File: src/hdl/periodic_priority_task_dispatcher_top_macros.svh
// ---------------------------------------------------------------------------
// periodic priority task dispatcher assertion macros
// shared concurrent assertion wrappers, clocked on clk, held off in rst
// ---------------------------------------------------------------------------
`ifndef PERIODIC_PRIORITY_TASK_DISPATCHER_TOP_MACROS_SVH
`define PERIODIC_PRIORITY_TASK_DISPATCHER_TOP_MACROS_SVH

`ifndef NO_ASSERTIONS

// same-cycle implication
`define PPD_ASSERT_SAME(label, ante, cons) \
  label: assert property (@(posedge clk) disable iff (rst) (ante) |-> (cons)) \
    else $error("ppd assertion failed: same-cycle check");

// next-cycle implication
`define PPD_ASSERT_NEXT(label, ante, cons) \
  label: assert property (@(posedge clk) disable iff (rst) (ante) |=> (cons)) \
    else $error("ppd assertion failed: next-cycle check");

`else

`define PPD_ASSERT_SAME(label, ante, cons)
`define PPD_ASSERT_NEXT(label, ante, cons)

`endif

`endif

File: src/hdl/ppd_pkg.sv
// ---------------------------------------------------------------------------
// ppd_pkg
// types and constants shared by the task dispatcher modules
// ---------------------------------------------------------------------------
package ppd_pkg;

  localparam int REG_SLOTS  = 3;
  localparam int TICK_W     = 16;
  localparam int PRIO_W     = 8;
  localparam int COUNT_W    = 2;
  localparam int TASK_IDX_W = 2;
  localparam int CFG_IDX_W  = 3;
  localparam int CFG_DATA_W = 16;

  // register indexes of the configuration port
  localparam logic [CFG_IDX_W-1:0] REG_TASK_COUNT = 3'd0;
  localparam logic [CFG_IDX_W-1:0] REG_PERIOD_0   = 3'd1;
  localparam logic [CFG_IDX_W-1:0] REG_PERIOD_1   = 3'd2;
  localparam logic [CFG_IDX_W-1:0] REG_PERIOD_2   = 3'd3;
  localparam logic [CFG_IDX_W-1:0] REG_PRIORITY_0 = 3'd4;
  localparam logic [CFG_IDX_W-1:0] REG_PRIORITY_1 = 3'd5;
  localparam logic [CFG_IDX_W-1:0] REG_PRIORITY_2 = 3'd6;

  typedef logic [REG_SLOTS-1:0][TICK_W-1:0] period_arr_t;
  typedef logic [REG_SLOTS-1:0][PRIO_W-1:0] prio_arr_t;

  // verdict of the shared slot unit for one slot
  typedef struct packed {
    logic ready;  // ready mark after the elapsed check
    logic take;   // slot beats the best so far
  } slot_eval_t;

endpackage

File: src/hdl/periodic_priority_task_dispatcher_top.sv
// ---------------------------------------------------------------------------
// periodic_priority_task_dispatcher_top
// fixed-priority periodic task dispatcher, one scheduling pass per beat
// ---------------------------------------------------------------------------
// Each input beat is one scheduling pass at the given tick. The block walks
// the enabled slots (min(task_count, TASK_SLOTS)) one per cycle through a
// single shared slot unit that does the wrapped elapsed-vs-period check and
// the priority compare, then a commit state clears the winner's ready mark,
// records its last run tick and loads the result register. The input stalls
// for the whole pass. The result sits in an output register, so a new pass
// may start while the previous result still waits; the commit state waits
// only if that register is still full.
// ---------------------------------------------------------------------------
`include "periodic_priority_task_dispatcher_top_macros.svh"

module periodic_priority_task_dispatcher_top #(
  parameter int TASK_SLOTS = 3
) (
  input  logic                             clk,
  input  logic                             rst,
  // scheduling pass channel
  input  logic                             in_valid,
  output logic                             in_stall,
  input  logic [ppd_pkg::TICK_W-1:0]       current_tick,
  // result channel
  output logic                             out_valid,
  input  logic                             out_stall,
  output logic                             dispatched,
  output logic [ppd_pkg::TASK_IDX_W-1:0]   task_index,
  // configuration write channel
  input  logic                             cfg_valid,
  output logic                             cfg_ready,
  input  logic [ppd_pkg::CFG_IDX_W-1:0]    cfg_index,
  input  logic [ppd_pkg::CFG_DATA_W-1:0]   cfg_data
);

  localparam int IDX_W = (TASK_SLOTS > 1) ? $clog2(TASK_SLOTS) : 1;
  localparam logic [ppd_pkg::COUNT_W-1:0] SLOTS_CNT = ppd_pkg::COUNT_W'(TASK_SLOTS);

  typedef enum logic [1:0] {
    S_IDLE,
    S_SCAN,
    S_COMMIT
  } state_t;

  state_t state;

  // configuration
  logic [ppd_pkg::COUNT_W-1:0] task_count;
  ppd_pkg::period_arr_t        period;
  ppd_pkg::prio_arr_t          prio;
  logic [ppd_pkg::COUNT_W-1:0] eff_count;

  // per-slot state
  logic [TASK_SLOTS-1:0]       ready_mark;
  logic [ppd_pkg::TICK_W-1:0]  last_run [TASK_SLOTS];

  // pass working registers
  logic [ppd_pkg::TICK_W-1:0]  tick;
  logic [IDX_W-1:0]            idx;
  logic [IDX_W-1:0]            best;
  logic [ppd_pkg::PRIO_W-1:0]  best_prio;
  logic                        found;

  // shared unit hookup
  logic [ppd_pkg::COUNT_W-1:0] reg_sel;
  logic [ppd_pkg::PRIO_W-1:0]  prio_cur;
  ppd_pkg::slot_eval_t         eval;
  logic                        last_slot;
  logic                        out_free;

  assign cfg_ready = 1'b1;
  assign in_stall  = (state != S_IDLE);
  assign out_free  = !out_valid || !out_stall;

  // a count above the slot count acts as the slot count
  assign eff_count = (task_count > SLOTS_CNT) ? SLOTS_CNT : task_count;
  assign reg_sel   = ppd_pkg::COUNT_W'(idx);
  assign prio_cur  = prio[reg_sel];
  assign last_slot = ((reg_sel + 2'd1) == eff_count);

  ppd_cfg_regs u_cfg (
    .clk        (clk),
    .rst        (rst),
    .wr_en      (cfg_valid && cfg_ready),
    .wr_index   (cfg_index),
    .wr_data    (cfg_data),
    .task_count (task_count),
    .period     (period),
    .prio       (prio)
  );

  ppd_slot_unit u_slot (
    .tick      (tick),
    .last_run  (last_run[idx]),
    .period    (period[reg_sel]),
    .ready_in  (ready_mark[idx]),
    .prio      (prio_cur),
    .best_prio (best_prio),
    .found     (found),
    .eval      (eval)
  );

  always_ff @(posedge clk) begin
    if (rst) begin
      state      <= S_IDLE;
      out_valid  <= 1'b0;
      ready_mark <= '0;
      found      <= 1'b0;
      for (int i = 0; i < TASK_SLOTS; i++) begin
        last_run[i] <= '0;
      end
    end else begin
      // result taken downstream; the commit arm reloads it when it fires
      if (out_valid && !out_stall && (state != S_COMMIT)) begin
        out_valid <= 1'b0;
      end
      case (state)
        S_IDLE: begin
          if (in_valid) begin
            tick      <= current_tick;
            idx       <= '0;
            best      <= '0;
            best_prio <= '0;
            found     <= 1'b0;
            // no enabled slot: straight to a no-dispatch result
            state     <= (eff_count == '0) ? S_COMMIT : S_SCAN;
          end
        end
        S_SCAN: begin
          // one slot per cycle through the shared unit
          ready_mark[idx] <= eval.ready;
          if (eval.take) begin
            found     <= 1'b1;
            best      <= idx;
            best_prio <= prio_cur;
          end
          if (last_slot) begin
            state <= S_COMMIT;
          end else begin
            idx <= idx + 1'b1;
          end
        end
        S_COMMIT: begin
          // wait for room in the result register
          if (out_free) begin
            out_valid  <= 1'b1;
            dispatched <= found;
            task_index <= found ? ppd_pkg::TASK_IDX_W'(best) : '0;
            if (found) begin
              ready_mark[best] <= 1'b0;
              last_run[best]   <= tick;
            end
            state <= S_IDLE;
          end
        end
        default: begin
          state <= S_IDLE;
        end
      endcase
    end
  end

  // scan never walks past the enabled slots
  `PPD_ASSERT_SAME(a_scan_in_range, state == S_SCAN, reg_sel < eff_count)
  // a dispatched slot is always an enabled one
  `PPD_ASSERT_SAME(a_out_slot_enabled, out_valid && dispatched, task_index < eff_count)
  // empty pass reports slot zero
  `PPD_ASSERT_SAME(a_no_dispatch_zero, out_valid && !dispatched, task_index == '0)
  // the winner leaves the commit with its ready mark cleared
  `PPD_ASSERT_NEXT(a_winner_cleared, state == S_COMMIT && out_free && found, !ready_mark[$past(best)])

endmodule

File: src/hdl/ppd_cfg_regs.sv
// ---------------------------------------------------------------------------
// ppd_cfg_regs
// configuration register file: task count, periods and priorities
// ---------------------------------------------------------------------------
module ppd_cfg_regs (
  input  logic                             clk,
  input  logic                             rst,
  input  logic                             wr_en,
  input  logic [ppd_pkg::CFG_IDX_W-1:0]    wr_index,
  input  logic [ppd_pkg::CFG_DATA_W-1:0]   wr_data,
  output logic [ppd_pkg::COUNT_W-1:0]      task_count,
  output ppd_pkg::period_arr_t             period,
  output ppd_pkg::prio_arr_t               prio
);

  always_ff @(posedge clk) begin
    if (rst) begin
      task_count <= '0;
      period     <= '0;
      prio       <= '0;
    end else if (wr_en) begin
      case (wr_index)
        ppd_pkg::REG_TASK_COUNT: task_count <= wr_data[ppd_pkg::COUNT_W-1:0];
        ppd_pkg::REG_PERIOD_0:   period[0]  <= wr_data;
        ppd_pkg::REG_PERIOD_1:   period[1]  <= wr_data;
        ppd_pkg::REG_PERIOD_2:   period[2]  <= wr_data;
        ppd_pkg::REG_PRIORITY_0: prio[0]    <= wr_data[ppd_pkg::PRIO_W-1:0];
        ppd_pkg::REG_PRIORITY_1: prio[1]    <= wr_data[ppd_pkg::PRIO_W-1:0];
        ppd_pkg::REG_PRIORITY_2: prio[2]    <= wr_data[ppd_pkg::PRIO_W-1:0];
        default: ;  // unknown index, dropped
      endcase
    end
  end

endmodule

File: src/hdl/ppd_slot_unit.sv
// ---------------------------------------------------------------------------
// ppd_slot_unit
// shared per-slot evaluator: wrapped elapsed check and priority compare
// ---------------------------------------------------------------------------
module ppd_slot_unit (
  input  logic [ppd_pkg::TICK_W-1:0] tick,
  input  logic [ppd_pkg::TICK_W-1:0] last_run,
  input  logic [ppd_pkg::TICK_W-1:0] period,
  input  logic                       ready_in,
  input  logic [ppd_pkg::PRIO_W-1:0] prio,
  input  logic [ppd_pkg::PRIO_W-1:0] best_prio,
  input  logic                       found,
  output ppd_pkg::slot_eval_t        eval
);

  logic [ppd_pkg::TICK_W-1:0] elapsed;

  // modulo 2^16 by plain wraparound
  assign elapsed    = tick - last_run;
  assign eval.ready = ready_in || (elapsed >= period);
  // strict less-than keeps the lower index on a tie
  assign eval.take  = eval.ready && (!found || (prio < best_prio));

endmodule

File: config.mk
export PLATFORM = sky130hd
export DESIGN_NAME = periodic_priority_task_dispatcher_top
export DESIGN_NICKNAME = d
export VERILOG_FILES = /design/src/hdl/ppd_pkg.sv /design/src/hdl/periodic_priority_task_dispatcher_top.sv /design/src/hdl/ppd_cfg_regs.sv /design/src/hdl/ppd_slot_unit.sv
export VERILOG_INCLUDE_DIRS = /design/src /design/src/hdl
export SDC_FILE = /design/constraint.sdc
export NUM_CORES = 1
export LEC_CHECK = 0
export BUFFER_PORTS_ARGS = -buffer_cell sky130_fd_sc_hd__buf_2
export CORE_ASPECT_RATIO = 1.5
export CORE_MARGIN = 3
export CORE_UTILIZATION = 65
export CTS_BUF_LIST = sky130_fd_sc_hd__clkbuf_4
export DETAILED_ROUTE_END_ITERATION = 12
export PLACE_DENSITY = 0.84
export REMOVE_ABC_BUFFERS = 1
export SYNTH_ARGS = -nofsm -noshare
export SYNTH_HDL_FRONTEND = slang
export SYNTH_SLANG_ARGS = --single-unit
File: constraint.sdc
create_clock -name clk -period 11.9 [get_ports clk]
set_input_delay 2.38 -clock clk [delete_from_list [all_inputs] [get_ports clk]]
set_output_delay 2.38 -clock clk [all_outputs]
set_load 0.01 [all_outputs]
==> flow_summary.json <==
{
  "grt_max_degree": 94,
  "drc": 0,
  "maxSlewHeadroom_pct": 23.6,
  "setup_viol": 0,
  "final_max_slew_viol_count": 0,
  "multi_input_area_um2": 3770,
  "yosysUniqueCellTypes": 52,
  "max_cap_viol_count": 0,
  "wire_per_inst_um": 17.8,
  "path_class": "flip-flop to flip-flop",
  "die_h_um": 147,
  "syn_avg_cell_area_um2": 10.2,
  "clockBufferDepth": 2,
  "post_cts.repair.setup_buffers": 0,
  "totalNegativeSetupSlack_ns": 0,
  "drive_above_1_share_pct": 11.5,
  "grt_use_total_pct": 26.6,
  "die-area_um2": 14600,
  "tritoncts": "done",
  "clock-sinks": 178,
  "synth_edf_count": 95,
  "grt_pass1_wl_um": 30700,
  "p_per_area_nw_per_um2": 124,
  "dpl.hpwl_um": 13200,
  "critPathCaptureType": "flip-flop",
  "first_iter_violations": 430,
  "ir_worst_vdd_v": 0.0000754,
  "worstPathRequired_ns": 12.10,
  "vias_per_cell": 6.05,
  "first_pass_iters": 6,
  "rsz0062_at_grt": "no",
  "coreArea_um2": 12700,
  "route.vias.total": 6294,
  "nNetsFinal": 954,
  "worst_setup_path_start_kind": "flip-flop",
  "place.gp.congestion": 0.884,
  "cts_buffers": 17,
  "routed_wirelength_um": 18500,
  "fin_crit_ns": 5.21,
  "fp.dieW_um": 99.7,
  "synthArstFlopShare_pct": 0,
  "synthFlopType": "edfxtp_1",
  "clk_pin_slew_worst_paths_ns": 0.14,
  "cts_resized": 0,
  "hold_path_class": "flip-flop to flip-flop",
  "p_leak_uw": 0.00341,
  "n_fill_cell": 922,
  "final_cell_mix": "nand2_1, a21oi_1, edfxtp_1, dfxtp_1, and2_1",
  "seq_area_um2": 4510,
  "period_share_pct": 43.8,
  "synth_warnings": 0,
  "cts_max_level": 4,
  "grt_pass1_vias": 6340,
  "synth-seq-cells": 178,
  "rows": 50,
  "wl_met1_um": 7000,
  "outcome": "finished clean",
  "synth-seq-area-share_pct": 52.7,
  "antenna_found_initial": 1,
  "initial_utilization_pct": 67.4,
  "placement.io_buffers": 44,
  "power_uw": 1130,
  "timing.fmax_ghz": 0.192,
  "final_common_cell": "nand2_1",
  "wl_met2_um": 10200,
  "routed.top_layer": "met4",
  "syn_to_final_growth_pct": 6.35,
  "clk_latency_ns": 0.57,
  "synthCells": 836,
  "wl_met3_um": 895,
  "worst_slew_pin_slew_ns": 1.14,
  "cts-root-buf": "clkbuf_4",
  "syn_area_um2": 8570,
  "finClkSkew_ns": 0.0169,
  "ant_nets": 0,
  "grt_overflow_total": 0,
  "cts_hold_buffers": 0,
  "r2r_slack_ns": 6.69,
  "cp.arrival_ns": 5.41,
  "hold_violations": 0,
  "ios": 46,
  "critPathMaxFanout": 16
}
==> worst max-delay path, stage by stage, from the launching register on <==
cell and delay [ns]:
dfxtp_1 0.86, mux4_2 0.35, ha_1 0.17, inv_1 0.06, fa_1 0.41, a211oi_1 0.30
o21ai_0 0.23, a311oi_1 0.39, o31ai_1 0.13, a21oi_1 0.20, xnor2_1 0.09, ha_1 0.31
nand4_1 0.11, nor3_1 0.20, a221o_1 0.19, o21bai_1 0.07, o22ai_1 0.79
==> synth_stat cells (2+ instances only) <==
cell | n | area, um^2
a21o_1 | 8 | 60.1
a31oi_1 | 3 | 18.8
buf_2 | 4 | 20.0
nor2b_1 | 9 | 56.3
or2_2 | 5 | 31.3
dfxtp_1 | 83 | 1660
a211oi_1 | 3 | 22.5
and3_1 | 2 | 12.5
mux4_1 | 4 | 105
mux4_2 | 12 | 270
a2111oi_0 | 2 | 17.5
inv_1 | 31 | 116
o31ai_1 | 6 | 45.0
nand3_1 | 12 | 60.1
o21ai_0 | 23 | 115
xor2_1 | 5 | 43.8
ha_1 | 42 | 526
buf_6 | 3 | 33.8
nand4b_1 | 3 | 26.3
o21bai_1 | 2 | 15.0
edfxtp_1 | 95 | 2850
nand4_1 | 2 | 12.5
and2_1 | 59 | 369
nand2_1 | 175 | 657
xnor2_1 | 11 | 96.3
nor2_1 | 29 | 109
o21a_1 | 5 | 37.5
nand2b_1 | 6 | 37.5
a211o_1 | 2 | 17.5
nor4_1 | 3 | 18.8
mux2i_1 | 26 | 260
clkbuf_1 | 29 | 109
a21oi_1 | 104 | 521
nor3_1 | 10 | 50.1
==> flip-flops by register name, summed over array words and instances, names as in the netlist, named ones only <==
register / count
state: 2
u_cfg.task_count: 2
best_prio: 8
idx: 2
tick: 16
u_cfg.period: 48
task_index: 2
dispatched: 1
last_run: 64
found: 1
best: 2
u_cfg.prio: 24
out_valid: 1
ready_mark: 3
==> per-stage QoR <==
step	hold WS, ns	std cells	area (um^2)	worst slack [ns]	utilization (%)
finish	0.464	1041	9110	6.69	71.7
global route	0.482	1041	9110	6.30	71.7
CTS	0.464	1040	9110	6.68	71.7
detailed placement	0.443	1008	8890	6.72	70.0
global placement	0.441	1008	8890	6.98	70.0
floorplan	0.426	798	8390	7.26	-
==> path summary, 6_finish.rpt <==
path                          from                to  cells after the start
setup / recovery         flip-flop      best_prio[4]                     16
hold / removal    u_cfg.period[15]  u_cfg.period[15]                      2
setup reg to reg         flip-flop      best_prio[4]                     16
hold reg to reg   u_cfg.period[15]  u_cfg.period[15]                      2
==> kinds of logic after synthesis <==
logic type,after synthesis,synth area share (%)
adder cells (fa/ha/maj),43,6.37
XOR/XNOR,16,1.64
multiplexers,43,7.60
buffers and inverters,69,3.39
AO/OA/AOI/OAI,167,11.1
AND/OR/NAND/NOR,319,17.2
flip-flops,178,52.7
other,1,0.0438
==> layout make-up <==
type	instances	share of cell area, %
Multi-Input combinational cell	589	41.3
Clock inverter	15	1.02
Tap cell	156	2.14
Inverter	31	1.28
Antenna cell	1	0.0275
Timing Repair Buffer	54	3.24
Clock buffer	17	1.40
Sequential cell	178	49.6
==> per-layer routing <==
layer  up-vias  GRT usage, %
li1       3001             -
met1      3035          30.0
met2       216          48.7
met3        42          4.78
met4         0          10.5
met5         -             0
==> power by group <==
group          switching (uW)  internal, uW
clock network             204          79.0
registers                11.9           663
logic                    98.3          70.1
total                     314           812
Power figures use the tool's default switching activity.
